==> config.mk <==
export PLATFORM = sky130hd
export DESIGN_NAME = calendar_clock_with_alarm
export DESIGN_NICKNAME = d
export VERILOG_FILES = /design/src/hdl/cca_pkg.sv /design/src/hdl/cca_step.sv /design/src/hdl/calendar_clock_with_alarm.sv
export SDC_FILE = /design/constraint.sdc
export NUM_CORES = 1
export LEC_CHECK = 0
export BUFFER_PORTS_ARGS = -buffer_cell sky130_fd_sc_hd__buf_2
export CORE_MARGIN = 4
export CORE_UTILIZATION = 55
export DETAILED_ROUTE_END_ITERATION = 16
export GPL_TIMING_DRIVEN = 1
export PLACE_DENSITY = 0.74
export RECOVER_POWER = 50
export SLEW_MARGIN = 10
export SYNTH_ARGS = -nofsm -noshare
export SYNTH_HDL_FRONTEND = slang
export SYNTH_SLANG_ARGS = --single-unit
==> constraint.sdc <==
create_clock -name clk -period 5.8 [get_ports clk]
set_input_delay 0 -clock clk [delete_from_list [all_inputs] [get_ports clk]]
set_output_delay 0 -clock clk [all_outputs]
set_load 0.01 [all_outputs]
==> src/hdl/cca_pkg.sv <==
// ---------------------------------------------------------------------------
// Calendar clock package
// Beat types, function codes and counter limits for the calendar clock.
// ---------------------------------------------------------------------------
package cca_pkg;

	// Function codes carried by an input beat.
	typedef enum logic [1:0] {
		FUNC_TICK  = 2'd0,
		FUNC_LOAD  = 2'd1,
		FUNC_CLEAR = 2'd2
	} cca_func_t;

	// Register indexes on the configuration port (word address bit 2).
	localparam int unsigned PADDR_W              = 3;
	localparam logic        REG_IDX_ALARM_HOUR   = 1'b0;
	localparam logic        REG_IDX_ALARM_MINUTE = 1'b1;

	// Counter limits.
	localparam logic [5:0]  SEC_LAST      = 6'd59;
	localparam logic [5:0]  MIN_LAST      = 6'd59;
	localparam logic [4:0]  HOUR_LAST     = 5'd23;
	localparam logic [3:0]  MONTH_LAST    = 4'd12;
	localparam logic [15:0] YEAR_LAST     = 16'hFFFF;
	localparam logic [8:0]  YEAR_REM_LAST = 9'd399;

	// Month codes with special lengths.
	localparam logic [3:0] MONTH_FEB = 4'd2;
	localparam logic [3:0] MONTH_APR = 4'd4;
	localparam logic [3:0] MONTH_JUN = 4'd6;
	localparam logic [3:0] MONTH_SEP = 4'd9;
	localparam logic [3:0] MONTH_NOV = 4'd11;

	localparam logic [4:0] LEN_LONG  = 5'd31;
	localparam logic [4:0] LEN_SHORT = 5'd30;
	localparam logic [4:0] LEN_LEAP  = 5'd29;
	localparam logic [4:0] LEN_FEB   = 5'd28;

	// Year remainders within a 400-year cycle that are centuries but not leap.
	localparam logic [8:0] REM_CENT1 = 9'd100;
	localparam logic [8:0] REM_CENT2 = 9'd200;
	localparam logic [8:0] REM_CENT3 = 9'd300;

	// Reciprocal of 400 scaled by 2^25; exact quotient for every 16-bit year.
	localparam int unsigned QUOT_W      = 8;
	localparam int unsigned RECIP_SHIFT = 25;
	localparam int unsigned PROD_W      = 33;
	localparam logic [16:0] RECIP_400   = 17'd83887;

	// Reset values.
	localparam logic [15:0] RST_YEAR     = 16'd2000;
	localparam logic [8:0]  RST_YEAR_REM = 9'd0;
	localparam logic [3:0]  RST_MONTH    = 4'd1;
	localparam logic [4:0]  RST_DATE     = 5'd1;

	typedef struct packed {
		logic [1:0]  func;
		logic [15:0] load_year;
		logic [3:0]  load_month;
		logic [4:0]  load_date;
		logic [4:0]  load_hour;
		logic [5:0]  load_minute;
		logic [5:0]  load_second;
	} cca_item_t;

	typedef struct packed {
		logic [15:0] year;
		logic [3:0]  month;
		logic [4:0]  date;
		logic [4:0]  hour;
		logic [5:0]  minute;
		logic [5:0]  second;
		logic        alarm_fired;
		logic        alarm_active;
	} cca_result_t;

	// Clock state, with the year's remainder modulo 400 kept alongside it.
	typedef struct packed {
		logic [15:0] year;
		logic [8:0]  year_rem;
		logic [3:0]  month;
		logic [4:0]  date;
		logic [4:0]  hour;
		logic [5:0]  minute;
		logic [5:0]  second;
		logic        alarm_latched;
	} cca_time_t;

endpackage

==> src/hdl/cca_step.sv <==
// ---------------------------------------------------------------------------
// Calendar clock step
// Works out the clock state that follows one beat: a tick, a load or a clear.
// ---------------------------------------------------------------------------
module cca_step (
	input  cca_pkg::cca_time_t             cur,
	input  cca_pkg::cca_item_t             item,
	input  logic [cca_pkg::QUOT_W-1:0]     quot,
	input  logic [4:0]                     alarm_hour,
	input  logic [5:0]                     alarm_minute,
	output cca_pkg::cca_time_t             nxt,
	output logic                           fired
);

	logic       leap;
	logic [4:0] month_len;
	logic [15:0] quot_x400;
	cca_pkg::cca_time_t ticked;

	// Leap year from the remainder modulo 400.
	assign leap = (cur.year_rem[1:0] == 2'b00) &&
		(cur.year_rem != cca_pkg::REM_CENT1) &&
		(cur.year_rem != cca_pkg::REM_CENT2) &&
		(cur.year_rem != cca_pkg::REM_CENT3);

	// Length of the current month.
	always_comb begin
		case (cur.month)
			cca_pkg::MONTH_APR, cca_pkg::MONTH_JUN,
			cca_pkg::MONTH_SEP, cca_pkg::MONTH_NOV: begin
				month_len = cca_pkg::LEN_SHORT;
			end
			cca_pkg::MONTH_FEB: begin
				month_len = leap ? cca_pkg::LEN_LEAP : cca_pkg::LEN_FEB;
			end
			default: begin
				month_len = cca_pkg::LEN_LONG;
			end
		endcase
	end

	// One second forward, with carries through to the year.
	always_comb begin
		ticked = cur;
		if (cur.second < cca_pkg::SEC_LAST) begin
			ticked.second = cur.second + 6'd1;
		end else begin
			ticked.second = '0;
			if (cur.minute < cca_pkg::MIN_LAST) begin
				ticked.minute = cur.minute + 6'd1;
			end else begin
				ticked.minute = '0;
				if (cur.hour < cca_pkg::HOUR_LAST) begin
					ticked.hour = cur.hour + 5'd1;
				end else begin
					ticked.hour = '0;
					if (cur.date < month_len) begin
						ticked.date = cur.date + 5'd1;
					end else begin
						ticked.date = cca_pkg::RST_DATE;
						if (cur.month < cca_pkg::MONTH_LAST) begin
							ticked.month = cur.month + 4'd1;
						end else begin
							ticked.month = cca_pkg::RST_MONTH;
							ticked.year  = cur.year + 16'd1;
							if ((cur.year == cca_pkg::YEAR_LAST) ||
								(cur.year_rem == cca_pkg::YEAR_REM_LAST)) begin
								ticked.year_rem = '0;
							end else begin
								ticked.year_rem = cur.year_rem + 9'd1;
							end
						end
					end
				end
			end
		end
	end

	// Quotient times 400 by shifts and adds; the load remainder follows from it.
	assign quot_x400 = (16'(quot) << 8) + (16'(quot) << 7) + (16'(quot) << 4);

	// Select the action of the beat and check the alarm after a tick.
	always_comb begin
		nxt   = cur;
		fired = 1'b0;
		case (item.func)
			cca_pkg::FUNC_TICK: begin
				nxt = ticked;
				if ((ticked.second == '0) && (ticked.minute == alarm_minute) &&
					(ticked.hour == alarm_hour)) begin
					fired             = 1'b1;
					nxt.alarm_latched = 1'b1;
				end
			end
			cca_pkg::FUNC_LOAD: begin
				nxt.year     = item.load_year;
				nxt.year_rem = 9'(item.load_year - quot_x400);
				nxt.month    = item.load_month;
				nxt.date     = item.load_date;
				nxt.hour     = item.load_hour;
				nxt.minute   = item.load_minute;
				nxt.second   = item.load_second;
			end
			cca_pkg::FUNC_CLEAR: begin
				nxt.alarm_latched = 1'b0;
			end
			default: begin
				nxt = cur;
			end
		endcase
	end

endmodule

==> src/hdl/calendar_clock_with_alarm.sv <==
// ---------------------------------------------------------------------------
// Calendar clock with alarm
// Second-resolution calendar with Gregorian leap years and a latched alarm.
// ---------------------------------------------------------------------------
//  channel  | valid         | stall         | payload
//  ---------+---------------+---------------+-------------------------------
//  input    | item_valid    | item_stall    | item   (cca_item_t)
//  output   | result_valid  | result_stall  | result (cca_result_t)
//  config   | psel, penable | pready (high) | paddr, pwdata, prdata
//
// A beat is taken into the input register and passes the step logic into the
// result register once that is free or being taken, and its result is offered
// from there; one beat per cycle is taken while the input does not stall.
// The input register also holds the year divided by 400 for a load beat.
// Reset returns the clock to midnight, 1 January 2000, with the alarm clear.
// A stalled result holds; the input stalls only while both stages are full and
// the result is stalled.
// ---------------------------------------------------------------------------
module calendar_clock_with_alarm (
	input  logic                             clk,
	input  logic                             arst_n,
	input  logic                             item_valid,
	output logic                             item_stall,
	input  cca_pkg::cca_item_t               item,
	output logic                             result_valid,
	input  logic                             result_stall,
	output cca_pkg::cca_result_t             result,
	input  logic                             psel,
	input  logic                             penable,
	input  logic                             pwrite,
	input  logic [cca_pkg::PADDR_W-1:0]      paddr,
	input  logic [31:0]                      pwdata,
	output logic [31:0]                      prdata,
	output logic                             pready
);

	logic                          valid_s1;
	cca_pkg::cca_item_t            item_s1;
	logic [cca_pkg::QUOT_W-1:0]    quot_s1;
	logic                          result_valid_s2;
	cca_pkg::cca_result_t          result_s2;
	cca_pkg::cca_time_t            time_q;
	cca_pkg::cca_time_t            time_nxt;
	logic                          fired;
	logic [4:0]                    alarm_hour_q;
	logic [5:0]                    alarm_minute_q;
	logic                          accept;
	logic                          advance;
	logic                          cfg_write;
	logic [cca_pkg::PROD_W-1:0]    recip_prod;

	// Handshake: the step stage moves when the result register is free.
	assign advance    = valid_s1 && (!result_valid_s2 || !result_stall);
	assign item_stall = valid_s1 && !advance;
	assign accept     = item_valid && !item_stall;

	// Year divided by 400 through the reciprocal, for a load beat.
	assign recip_prod = cca_pkg::PROD_W'(item.load_year) *
		cca_pkg::PROD_W'(cca_pkg::RECIP_400);

	// Input register.
	always_ff @(posedge clk or negedge arst_n) begin
		if (!arst_n) begin
			valid_s1 <= 1'b0;
		end else if (accept) begin
			valid_s1 <= 1'b1;
		end else if (advance) begin
			valid_s1 <= 1'b0;
		end
	end

	always_ff @(posedge clk) begin
		if (accept) begin
			item_s1 <= item;
			quot_s1 <= recip_prod[cca_pkg::RECIP_SHIFT +: cca_pkg::QUOT_W];
		end
	end

	cca_step u_step (
		.cur          (time_q),
		.item         (item_s1),
		.quot         (quot_s1),
		.alarm_hour   (alarm_hour_q),
		.alarm_minute (alarm_minute_q),
		.nxt          (time_nxt),
		.fired        (fired)
	);

	// Clock state, updated as each beat leaves the step stage.
	always_ff @(posedge clk or negedge arst_n) begin
		if (!arst_n) begin
			time_q.year          <= cca_pkg::RST_YEAR;
			time_q.year_rem      <= cca_pkg::RST_YEAR_REM;
			time_q.month         <= cca_pkg::RST_MONTH;
			time_q.date          <= cca_pkg::RST_DATE;
			time_q.hour          <= '0;
			time_q.minute        <= '0;
			time_q.second        <= '0;
			time_q.alarm_latched <= 1'b0;
		end else if (advance) begin
			time_q <= time_nxt;
		end
	end

	// Result register.
	always_ff @(posedge clk or negedge arst_n) begin
		if (!arst_n) begin
			result_valid_s2 <= 1'b0;
		end else if (advance) begin
			result_valid_s2 <= 1'b1;
		end else if (!result_stall) begin
			result_valid_s2 <= 1'b0;
		end
	end

	always_ff @(posedge clk) begin
		if (advance) begin
			result_s2.year         <= time_nxt.year;
			result_s2.month        <= time_nxt.month;
			result_s2.date         <= time_nxt.date;
			result_s2.hour         <= time_nxt.hour;
			result_s2.minute       <= time_nxt.minute;
			result_s2.second       <= time_nxt.second;
			result_s2.alarm_fired  <= fired;
			result_s2.alarm_active <= time_nxt.alarm_latched;
		end
	end

	assign result_valid = result_valid_s2;
	assign result       = result_s2;

	// Alarm registers on the configuration port.
	assign pready    = 1'b1;
	assign cfg_write = psel && penable && pwrite && pready;

	always_ff @(posedge clk or negedge arst_n) begin
		if (!arst_n) begin
			alarm_hour_q   <= '0;
			alarm_minute_q <= '0;
		end else if (cfg_write) begin
			case (paddr[2])
				cca_pkg::REG_IDX_ALARM_HOUR: begin
					alarm_hour_q <= pwdata[4:0];
				end
				cca_pkg::REG_IDX_ALARM_MINUTE: begin
					alarm_minute_q <= pwdata[5:0];
				end
				default: begin
					alarm_hour_q <= alarm_hour_q;
				end
			endcase
		end
	end

	// Register read-back.
	always_comb begin
		case (paddr[2])
			cca_pkg::REG_IDX_ALARM_HOUR: begin
				prdata = 32'(alarm_hour_q);
			end
			cca_pkg::REG_IDX_ALARM_MINUTE: begin
				prdata = 32'(alarm_minute_q);
			end
			default: begin
				prdata = '0;
			end
		endcase
	end

endmodule

[Word level (Yosys, flattened, before mapping)]
Index checks and enable logic that the tools add are counted.
Storage, ports and cells
  bits in registers: 158
  latch bits: 0
  memory bits (writable): 0
  ROM bits: 0
  bits of input ports: 86
  output and inout port bits: 79
  word-level logic and storage cells: 112
  memories: 0
Cells by class
  $add $sub $neg: 10
  multiply operators: 1
  div/mod/pow operators: 0
  $lt $le $gt $ge: 5
  eq/ne operators: 20
  shift operators: 0
  mux-type cells: 22
  bitwise operators: 1
  reductions and logical operators: 25
Operator list (number)
  one-hot mux 51 bit (2 select lines): 1
  one-hot mux 32 bit (2 select lines): 1
  2-to-1 mux 45 bit: 1
  2-to-1 mux 39 bit: 1
  2-to-1 mux 34 bit: 1
  multiplier 16 x 17 -> 30 bit (second input constant): 1
  2-to-1 mux 29 bit: 1
  2-to-1 mux 25 bit: 1
  adder 9 bit: 2
  adder 16 x 1 -> 16 bit (second input constant): 1
  == test 16 bit (second input constant): 1
  adder 6 x 1 -> 6 bit (second input constant): 2
  less-than comparator 6 bit (second input constant): 2
  2-to-1 mux 6 bit: 2
  adder 5 x 1 -> 5 bit (second input constant): 2
  logical AND 1 bit: 10
  2-to-1 mux 5 bit: 2
  inequality test 2 bit (second input constant): 5
  one-hot mux 5 bit (2 select lines): 1
  adder 9 x 1 -> 9 bit (second input constant): 1
  == test 9 bit (second input constant): 1
  2-to-1 mux 9 bit: 1
  inequality test 9 x 7 -> 1 bit (second input constant): 1
  inequality test 9 x 8 -> 1 bit (second input constant): 1
  other kinds (26): 41

[Logic depth before layout (Yosys ltp)]
Gate-level depths: netlist (run 1).
  depth in word-level cells: 16
  gate-level depth with buffers: 20
  depth with buffers taken out: 20

[By module]
A second synthesis (run 1) with hierarchy kept.
Second synthesis, totals
  cells, all modules: 1283
  area, all modules: 13767.0 sq um
By module, submodules not included
  calendar_clock_with_alarm: times used 1, cells each 803, area an instance 10649.0 sq um, seq. area each 4519.3 sq um
  cca_step: times used 1, cells each 480, area an instance 3118.0 sq um, seq. area each 0.0 sq um

[Least setup slack after synthesis (run 1)]
Ideal clock, no wire load.
  path type: input to register
  from: input item[39] (netlist name)
  to: register quot_s1[3] (netlist name), data pin
  setup time: 258 ps
  data arrival time: 4870 ps
  required time: 5542 ps
  setup slack: 672 ps
  stages on the path: 18
  path buffers: 0
  cell sequence: inv_1 > fa_1 > fa_1 > inv_1 > fa_1 > fa_1 > fa_1 > inv_1 > fa_1 > inv_1 > ha_1 > nand4_1 > nor2_1 > a221oi_1 > a21oi_1 > or3_1 > a21oi_1 > xnor2_1
On the way
  word-level cells in the longest chain between the ends: 1
Ends and longest elaborated chain
  start: declaration: RTL line calendar_clock_with_alarm.sv:24  | input cca_pkg::cca_item_t item,
  multiplier 16 x 17 -> 30 bit: RTL line calendar_clock_with_alarm.sv:58  | assign recip_prod = cca_pkg::PROD_W'(item.load_year) *
  net recip_prod (one bit): RTL line calendar_clock_with_alarm.sv:50  | logic [cca_pkg::PROD_W-1:0] recip_prod;
  end signal: assignment: RTL line calendar_clock_with_alarm.sv:75  | quot_s1 <= recip_prod[cca_pkg::RECIP_SHIFT +: cca_pkg::QUOT_W];
  end: declaration: RTL line calendar_clock_with_alarm.sv:39  | logic [cca_pkg::QUOT_W-1:0] quot_s1;
The timed path passes the listed nets, and every way through them passes these cells.
A chain may end at the register's enable or synchronous reset.

[Worst setup path after layout (run 1)]
  from: input item[32] (netlist name)
  to: register quot_s1[4] (netlist name), data pin
Same word-level chain as after synthesis.

==> results.md, run 1 <==
* Clk root buf: clkbuf_16
* Worst Max-Slew Pin Slew at 3.87 ns
* Pwr/cell area at 415 nW/µm²
* Setup TNS at 0 ns
* Final Hold Viols at 0
* Fillers at 1,823
* Final Non-Filler Cells at 1,668
* Yosys top cell area share at 0.219
* Reg power frac at 0.275
* CTS tree: built
* Post-route ant nets at 0
* Die height at 160 µm
* Crit-path slowest cell: fa_2
* Compound-gate portion of the synthesized area at 0.144
* Xor and xnor fraction of the mapped netlist area at 0.0165
* Row count at 55
* Rel. slew slack at -1.58
* Crit start category: primary input
* Peak supply drop at 0.489 mV
* RSZ-0062 raised after global routing: no
* Largest net degree at the start of global routing at 68
* Largest family of logic cells by synthesized area: adder cells
* Setup bufs post-CTS at 0
* Hold EP: alarm_hour_q[4]
* Worst Hold Path Cells at 3
* Final period util at 0.957
* R2R setup slack at 1.70 ns
* GPL Wtd Cong at 0.906
* Final setup viols at 0
* Drt first pass iters at 5
* TritonCTS Buffers at 17
* Clk buf depth at 2
* Clock group share of total power at 0.188
* Layout net count at 1,693
* Post-Syn Area at 12,800 µm²
* CP Cell Sequence: dlygate4sd3_1 -> buf_2 -> fa_2 -> inv_1 -> fa_1 -> inv_1 -> fa_1 -> fa_2 -> fa_1 -> inv_1 -> fa_1 -> inv_1 -> ha_1 -> nand2_1 -> nor2_1 -> o211ai_1 -> a21oi_2 -> buf_4 -> nor2_1 -> a211o_1 -> xnor2_1
* Drt wl/cell at 17.9 µm
* WP data required at 5.98 ns
* Core area at 22,700 µm²
* Combinational power share at 0.537
* Worst setup path class: in -> reg
* Final min period at 5.55 ns
* Adder-cell area share of the yosys netlist at 0.290
* Syn-to-layout area delta at 14.1%
* Yosys Warn Count at 0
* Placed Instances at 1,582
* Sequential area share after synthesis at 0.347
* WL final at 29.8 mm
* Area contributors post-synth: edfxtp_1, fa_1, ha_1
* Initial core utilization at 0.562
* Global Route Usage Sum at 0.239
* H-tree depth at 4
* Mux contribution to synthesized area at 0.0209
* Worst-path clk slew at 0.06 ns
* Main flop type after synthesis: edfxtp_1
* Dpl hpwl at 21.4 mm
* Worst R2R End: time_q[34]
* FF-to-FF Start: time_q[7]
* Sw power at 2450 µW
* First-pass GRT wire length at 49.5 mm
* Crit-path max FO at 7
* Reg2Reg Depth at 8
* Failing checks: max-capacitance violations, max-slew violations
* Leak at 0.00659 µW
* Vias per cell at 5.69
* Max-Cap Viols at 2
* Initial antenna violation count at 0
* FMAX at 0.180 GHz
* Mapped Avg Cell Area at 10.5 µm²
* DRC violations left at 0
* Total internal power at 3590 µW
* Vias at 9,488
* Synth area leader: edfxtp_1
* Cells after synthesis at 1,219
* Synth async-reset ratio at 0.411
* Number of synthesized flops with an enable pin at 93
* HP Start: pwrite
* Die area at 25,700 µm²
* Layout cell share with drive strength beyond 1 at 0.0983
* Ports at 165
* Max stage delay on crit path at 0.59 ns
* Worst EP arrival at 5.73 ns
* Switching part of the total power at 0.405
* Synth cell types at 81
* Critical path capture point type: flip-flop
* FF+latch count, synth at 158
* Number of port buffers at 109
* Vias in the first global route at 9,770
* Diodes inserted at 0
* GRT overflow at 0
* Hold crit path type: in -> reg
* Die X at 160 µm
* Clock tree sinks at 158
* Drt initial violations at 705
* Status: finished with violations
* Clock skew at 0.00792 ns
* Synth Area in Simple Gates at 0.0938
* Clock Latency Late Sink at 0.43 ns
* Slew Limit Fails at 116
per-stage QoR:
step	utilization	setup slack [ns]	cell area [µm²]	power [µW]	hold WS, ns
final	0.642	0.252	14600	6040	0.166
after CTS	0.645	0.181	14600	6060	0.136
after global placement	0.594	0.349	13500	4710	0.178
after global routing	0.642	0.00875	14600	6670	0.174
after detailed placement	0.594	0.276	13500	4840	0.178
after floorplan	-	0.672	12900	4000	-0.296
Yosys cell counts, types with 15 or more instances:
cell type / n
dfrtp_1: 57
edfxtp_1: 93
o21ai_0: 71
buf_4: 27
fa_1: 96
mux2_2: 21
nand2_1: 75
a21oi_1: 50
nor2_1: 56
xnor2_1: 15
nand3_1: 18
inv_1: 198
and3_1: 15
o22a_1: 27
clkbuf_1: 31
ha_1: 141
layout make-up:
cell class / instances / area (µm²) / share of cell area
Sequential cell: 158 / 4430 / 0.304
Multi-Input combinational cell: 818 / 7340 / 0.504
Clock inverter: 11 / 140 / 0.00962
Tap cell: 285 / 357 / 0.0245
Timing Repair Buffer: 176 / 1100 / 0.0753
Inverter: 199 / 747 / 0.0513
Clock buffer: 21 / 462 / 0.0317
repair_timing:
| item | 4_1_cts | 5_1_grt |
|---|---|---|
| gates resized for setup | 0 | 6 |
| hold endpoints to repair | 114 | 0 |
| setup endpoints to repair | 0 | 3 |
| hold buffers | 54 | 0 |
layout by cell type (no fill, tap or decap), types with 5 or more instances in the layout:
cell,synthesis,routed
a2bb2oi_1,10,10
dfrtp_1,57,57
xor2_1,9,9
nand4_1,11,11
o22a_1,27,27
mux2_2,21,21
clkbuf_1,31,68
dfstp_2,8,8
buf_4,27,10
o21a_1,5,5
buf_2,5,46
or3_1,5,5
o31ai_1,6,6
edfxtp_1,93,93
clkbuf_16,0,18
a22oi_1,10,10
a31oi_1,12,12
inv_1,198,197
xnor2_1,15,15
nor2_1,56,56
nand2_1,75,74
o22ai_1,7,7
nand2b_1,13,13
a21oi_1,50,48
nand3_1,18,18
a21o_1,6,6
ha_1,141,141
nor3_1,12,12
fa_1,96,94
dlygate4sd3_1,0,54
a22o_1,9,9
o21ai_0,71,71
conb_1,2,27
and3_1,15,15
metal layers:
metal,track usage,share of wire,vias to the layer above
met5,0,0,-
met4,0.0782,0.022,0
met3,0.0344,0.048,53
met2,0.421,0.51,277
met1,0.303,0.42,4649
li1,-,-,4509
logic make-up after synthesis:
family | Yosys count
and+or+nand+nor | 240
xor gates and xnor gates | 24
muxes | 24
AOI/OAI and AO/OA | 265
DFF | 158
buffers and inverters | 268
other | 2
adders and majority gates | 238
worst max-delay path by stage:
stage	start	end	slack, ns
6_report	item[32]	quot_s1[4]	0.25
5_1_grt	item[30]	quot_s1[4]	0.009
4_1_cts	item[30]	quot_s1[3]	0.18
3_5_place_dp	item[31]	quot_s1[3]	0.28
3_3_place_gp	item[30]	quot_s1[3]	0.35
2_1_floorplan	item[39]	quot_s1[3]	0.67
sequential cells by signal, summed over array words and instances (netlist names):
register / count
result: 44
valid_s1: 1
alarm_hour_q: 5
item_s1: 44
time_q: 52
result_valid: 1
quot_s1: 5
alarm_minute_q: 6
worst max-delay path: cells and delay by family:
kind	cells	cell delay [ns]
fa+ha+maj	7	3.45
xor+xnor	1	0.12
simple gates	3	0.29
compound gates	3	0.73
buf+inv	7	1.14
power groups by stage:
stage               sequential [µW]  combinational [µW]  clock, µW
CTS                            1650                3250       1150
finish                         1660                3240       1140
global placement               1660                3050          0
detailed placement             1670                3180          0
global route                   1690                3780       1200
floorplan                      1610                2400          0
Note: power is estimated with default switching activity, not from simulation.
==> inputs of run 2 (changes only) <==
--- a/config.mk
+++ b/config.mk
@@ -5,6 +5,7 @@
 export SDC_FILE = /design/constraint.sdc
 export NUM_CORES = 1
 export LEC_CHECK = 0
+export ABC_AREA = 0
 export BUFFER_PORTS_ARGS = -buffer_cell sky130_fd_sc_hd__buf_2
 export CORE_MARGIN = 4
 export CORE_UTILIZATION = 55
==> constraint.sdc (replaced) <==
create_clock -name clk -period 5.8 [get_ports clk]
set_input_delay 0.58 -clock clk [delete_from_list [all_inputs] [get_ports clk]]
set_output_delay 0.58 -clock clk [all_outputs]
set_load 0.01 [all_outputs]
==> results.md, run 2 (synthesis gave the netlist of run 1 again) <==
* Combinational power share at 0.558 (was 0.537)
* Hold crit path type: in -> reg (unchanged)
* Setup TNS at 0 ns (unchanged)
* Worst EP arrival at 5.72 ns (was 5.73 ns)
* DRC violations left at 0 (unchanged)
* Slew Limit Fails at 116 (unchanged)
* Vias per cell at 5.66 (was 5.69)
* Crit-path slowest cell: fa_1 (was fa_2)
* Clock tree sinks at 158 (unchanged)
* Sw power at 2440 µW (was 2450 µW)
* Diodes inserted at 0 (unchanged)
* Final min period at 5.55 ns (about the same)
* Worst setup path class: in -> reg (unchanged)
* Max-Cap Viols at 2 (unchanged)
* Total internal power at 3520 µW (was 3590 µW)
* Syn-to-layout area delta at 12.0% (was 14.1%)
* Fillers at 1,890 (was 1,823)
* Ports at 165 (unchanged)
* Failing checks: max-capacitance violations, max-slew violations (unchanged)
* Post-route ant nets at 0 (unchanged)
* Largest net degree at the start of global routing at 67 (was 68)
* Clock skew at 0.00841 ns (was 0.00792 ns)
* Core area at 22,700 µm² (unchanged)
* Final setup viols at 0 (unchanged)
* Fin Hold WS at 0.327 ns (was 0.166 ns)
* Dpl hpwl at 22.2 mm (was 21.4 mm)
* Placed Instances at 1,636 (was 1,582)
* Critical path capture point type: flip-flop (unchanged)
* Drt initial violations at 682 (was 705)
* CTS tree: built (unchanged)
* Global Route Usage Sum at 0.233 (was 0.239)
* Initial antenna violation count at 0 (unchanged)
* Leak at 0.00657 µW (was 0.00659 µW)
* RSZ-0062 raised after global routing: no (unchanged)
* Clock Latency Late Sink at 0.43 ns (about the same)
* Die height at 160 µm (unchanged)
* # hold bufs at CTS at 0 (was 54)
* First-pass GRT wire length at 48.0 mm (was 49.5 mm)
* Commonest non-fill, non-tap cell in the layout: inv_1 (unchanged)
* H-tree depth at 4 (unchanged)
* Worst Hold Path Cells at 1 (was 3)
* CP Cell Sequence: buf_2 -> inv_1 -> fa_1 -> fa_1 -> inv_1 -> fa_1 -> fa_1 -> fa_1 -> inv_1 -> fa_1 -> inv_1 -> ha_1 -> nand4_1 -> nor2_1 -> a221oi_1 -> buf_4 -> a21oi_1 -> or3_1 -> a21oi_2 -> xnor2_1 (was dlygate4sd3_1 -> buf_2 -> fa_2 -> inv_1 -> fa_1 -> inv_1 -> fa_1 -> fa_2 -> fa_1 -> inv_1 -> fa_1 -> inv_1 -> ha_1 -> nand2_1 -> nor2_1 -> o211ai_1 -> a21oi_2 -> buf_4 -> nor2_1 -> a211o_1 -> xnor2_1)
* Reg2Reg Depth at 8 (unchanged)
* Most frequent cells in the layout: inv_1, ha_1, fa_1 (unchanged)
* Worst-path clk slew at 0.06 ns (about the same)
* Vias in the first global route at 9,486 (was 9,770)
* Max reg flops at 52 (unchanged)
* Final Hold Viols at 0 (unchanged)
* Most common cell on crit path: fa_1
* Die area at 25,700 µm² (unchanged)
* Rel. slew slack at -1.58 (about the same)
* Die X at 160 µm (unchanged)
* Final period util at 0.956 (was 0.957)
* Max stage delay on crit path at 0.55 ns (was 0.59 ns)
* Crit-path max FO at 2 (was 7)
* Crit start category: primary input (unchanged)
* Switching part of the total power at 0.409 (was 0.405)
* Layout net count at 1,693 (unchanged)
* Peak supply drop at 0.512 mV (was 0.489 mV)
* Drt wl/cell at 17.6 µm (was 17.9 µm)
* Reg power frac at 0.278 (was 0.275)
* Initial core utilization at 0.562 (unchanged)
* Drt first pass iters at 5 (unchanged)
* Clock group share of total power at 0.164 (was 0.188)
* Layout cell share with drive strength beyond 1 at 0.132 (was 0.0983)
* Status: finished with violations (unchanged)
* Row count at 55 (unchanged)
* Number of port buffers at 109 (unchanged)
* TritonCTS Buffers at 17 (unchanged)
* Design area at 14,300 µm² (was 14,600 µm²)
* FMAX at 0.180 GHz (about the same)
* Clk root buf: clkbuf_16 (unchanged)
* Final Non-Filler Cells at 1,668 (unchanged)
* Clk buf depth at 2 (unchanged)
* Top reg by flops: time_q (unchanged)
* WL final at 29.4 mm (was 29.8 mm)
* Vias at 9,439 (was 9,488)
* Worst Max-Slew Pin Slew at 3.88 ns (was 3.87 ns)
* WP data required at 5.98 ns (about the same)
* Pwr/cell area at 417 nW/µm² (was 415 nW/µm²)
* GRT overflow at 0 (unchanged)
* GPL Wtd Cong at 0.925 (was 0.906)
* Placed cell area at 13,900 µm² (was 13,500 µm²)
[run 2: cell types whose count changed in the layout (fill, tap and decap cells not counted), moves of 3 or more]
cell / delta
buf_2: +9
buf_4: +44
bufinv_16: -3
clkbuf_1: +3
dlygate4sd3_1: -54
[run 2: final cells by class]
| type | instances | area (µm²) | area share |
|---|---|---|---|
| clock buffer | 21 | 440 | 0.0308 |
| clock inverter | 11 | 72.6 | 0.00507 |
| inverter | 199 | 747 | 0.0522 |
| multi-input combinational | 818 | 7320 | 0.512 |
| sequential | 158 | 4430 | 0.310 |
| tap | 285 | 357 | 0.0249 |
| timing repair buffer | 176 | 932 | 0.0652 |
[run 2: worst paths after layout]
kind,start,end,slack (ns)
max in group asynchronous,arst_n,alarm_minute_q[2],2.01
worst min register to register,valid_s1,result_valid,0.51
worst min-delay path,item[10],item_s1[10],0.33
worst max-delay path,item[39],quot_s1[3],0.25
min in group asynchronous,arst_n,time_q[24],1.59
worst max register to register,time_q[1],time_q[34],1.73
[run 2: critical path: cells and delay by family]
kind                       cells  cell delay [ns]
and+or+nand+nor                3             0.62
xor gates and xnor gates       1             0.07
AOI/OAI and AO/OA              3             0.53
adders and majority gates      7             3.46
buffers and inverters          6             0.47
[run 2: repair_timing]
| action | 4_1_cts | 5_1_grt |
|---|---|---|
| setup buffers | 0 | 0 |
| endpoints found under the setup margin | 0 | 1 |
| resized for setup | 0 | 1 |
| endpoints found under the hold margin | 0 | 0 |
[run 2: per-stage QoR]
stage	power (µW)	setup WS, ns	util
global route	6620	0.0259	0.630
finish	5960	0.254	0.630
global placement	4860	-0.127	0.612
CTS	6030	0.239	0.635
floorplan	4000	0.0922	-
detailed placement	5020	-0.210	0.612
[run 2: power groups by stage]
stage	clock network (µW)	registers, µW	logic [µW]
2_1_floorplan	0	1610	2400
3_3_place_gp	0	1660	3210
3_5_place_dp	0	1670	3350
4_1_cts	989	1650	3390
5_1_grt	1050	1690	3890
6_report	976	1660	3330
[run 2: metal layers]
layer | up-vias | GRT usage | wire (µm)
li1 | 4503 | - | -
met1 | 4637 | 0.310 | 12800
met2 | 258 | 0.399 | 14500
met3 | 41 | 0.0251 | 1230
met4 | 0 | 0.0802 | 769
met5 | - | 0 | 0
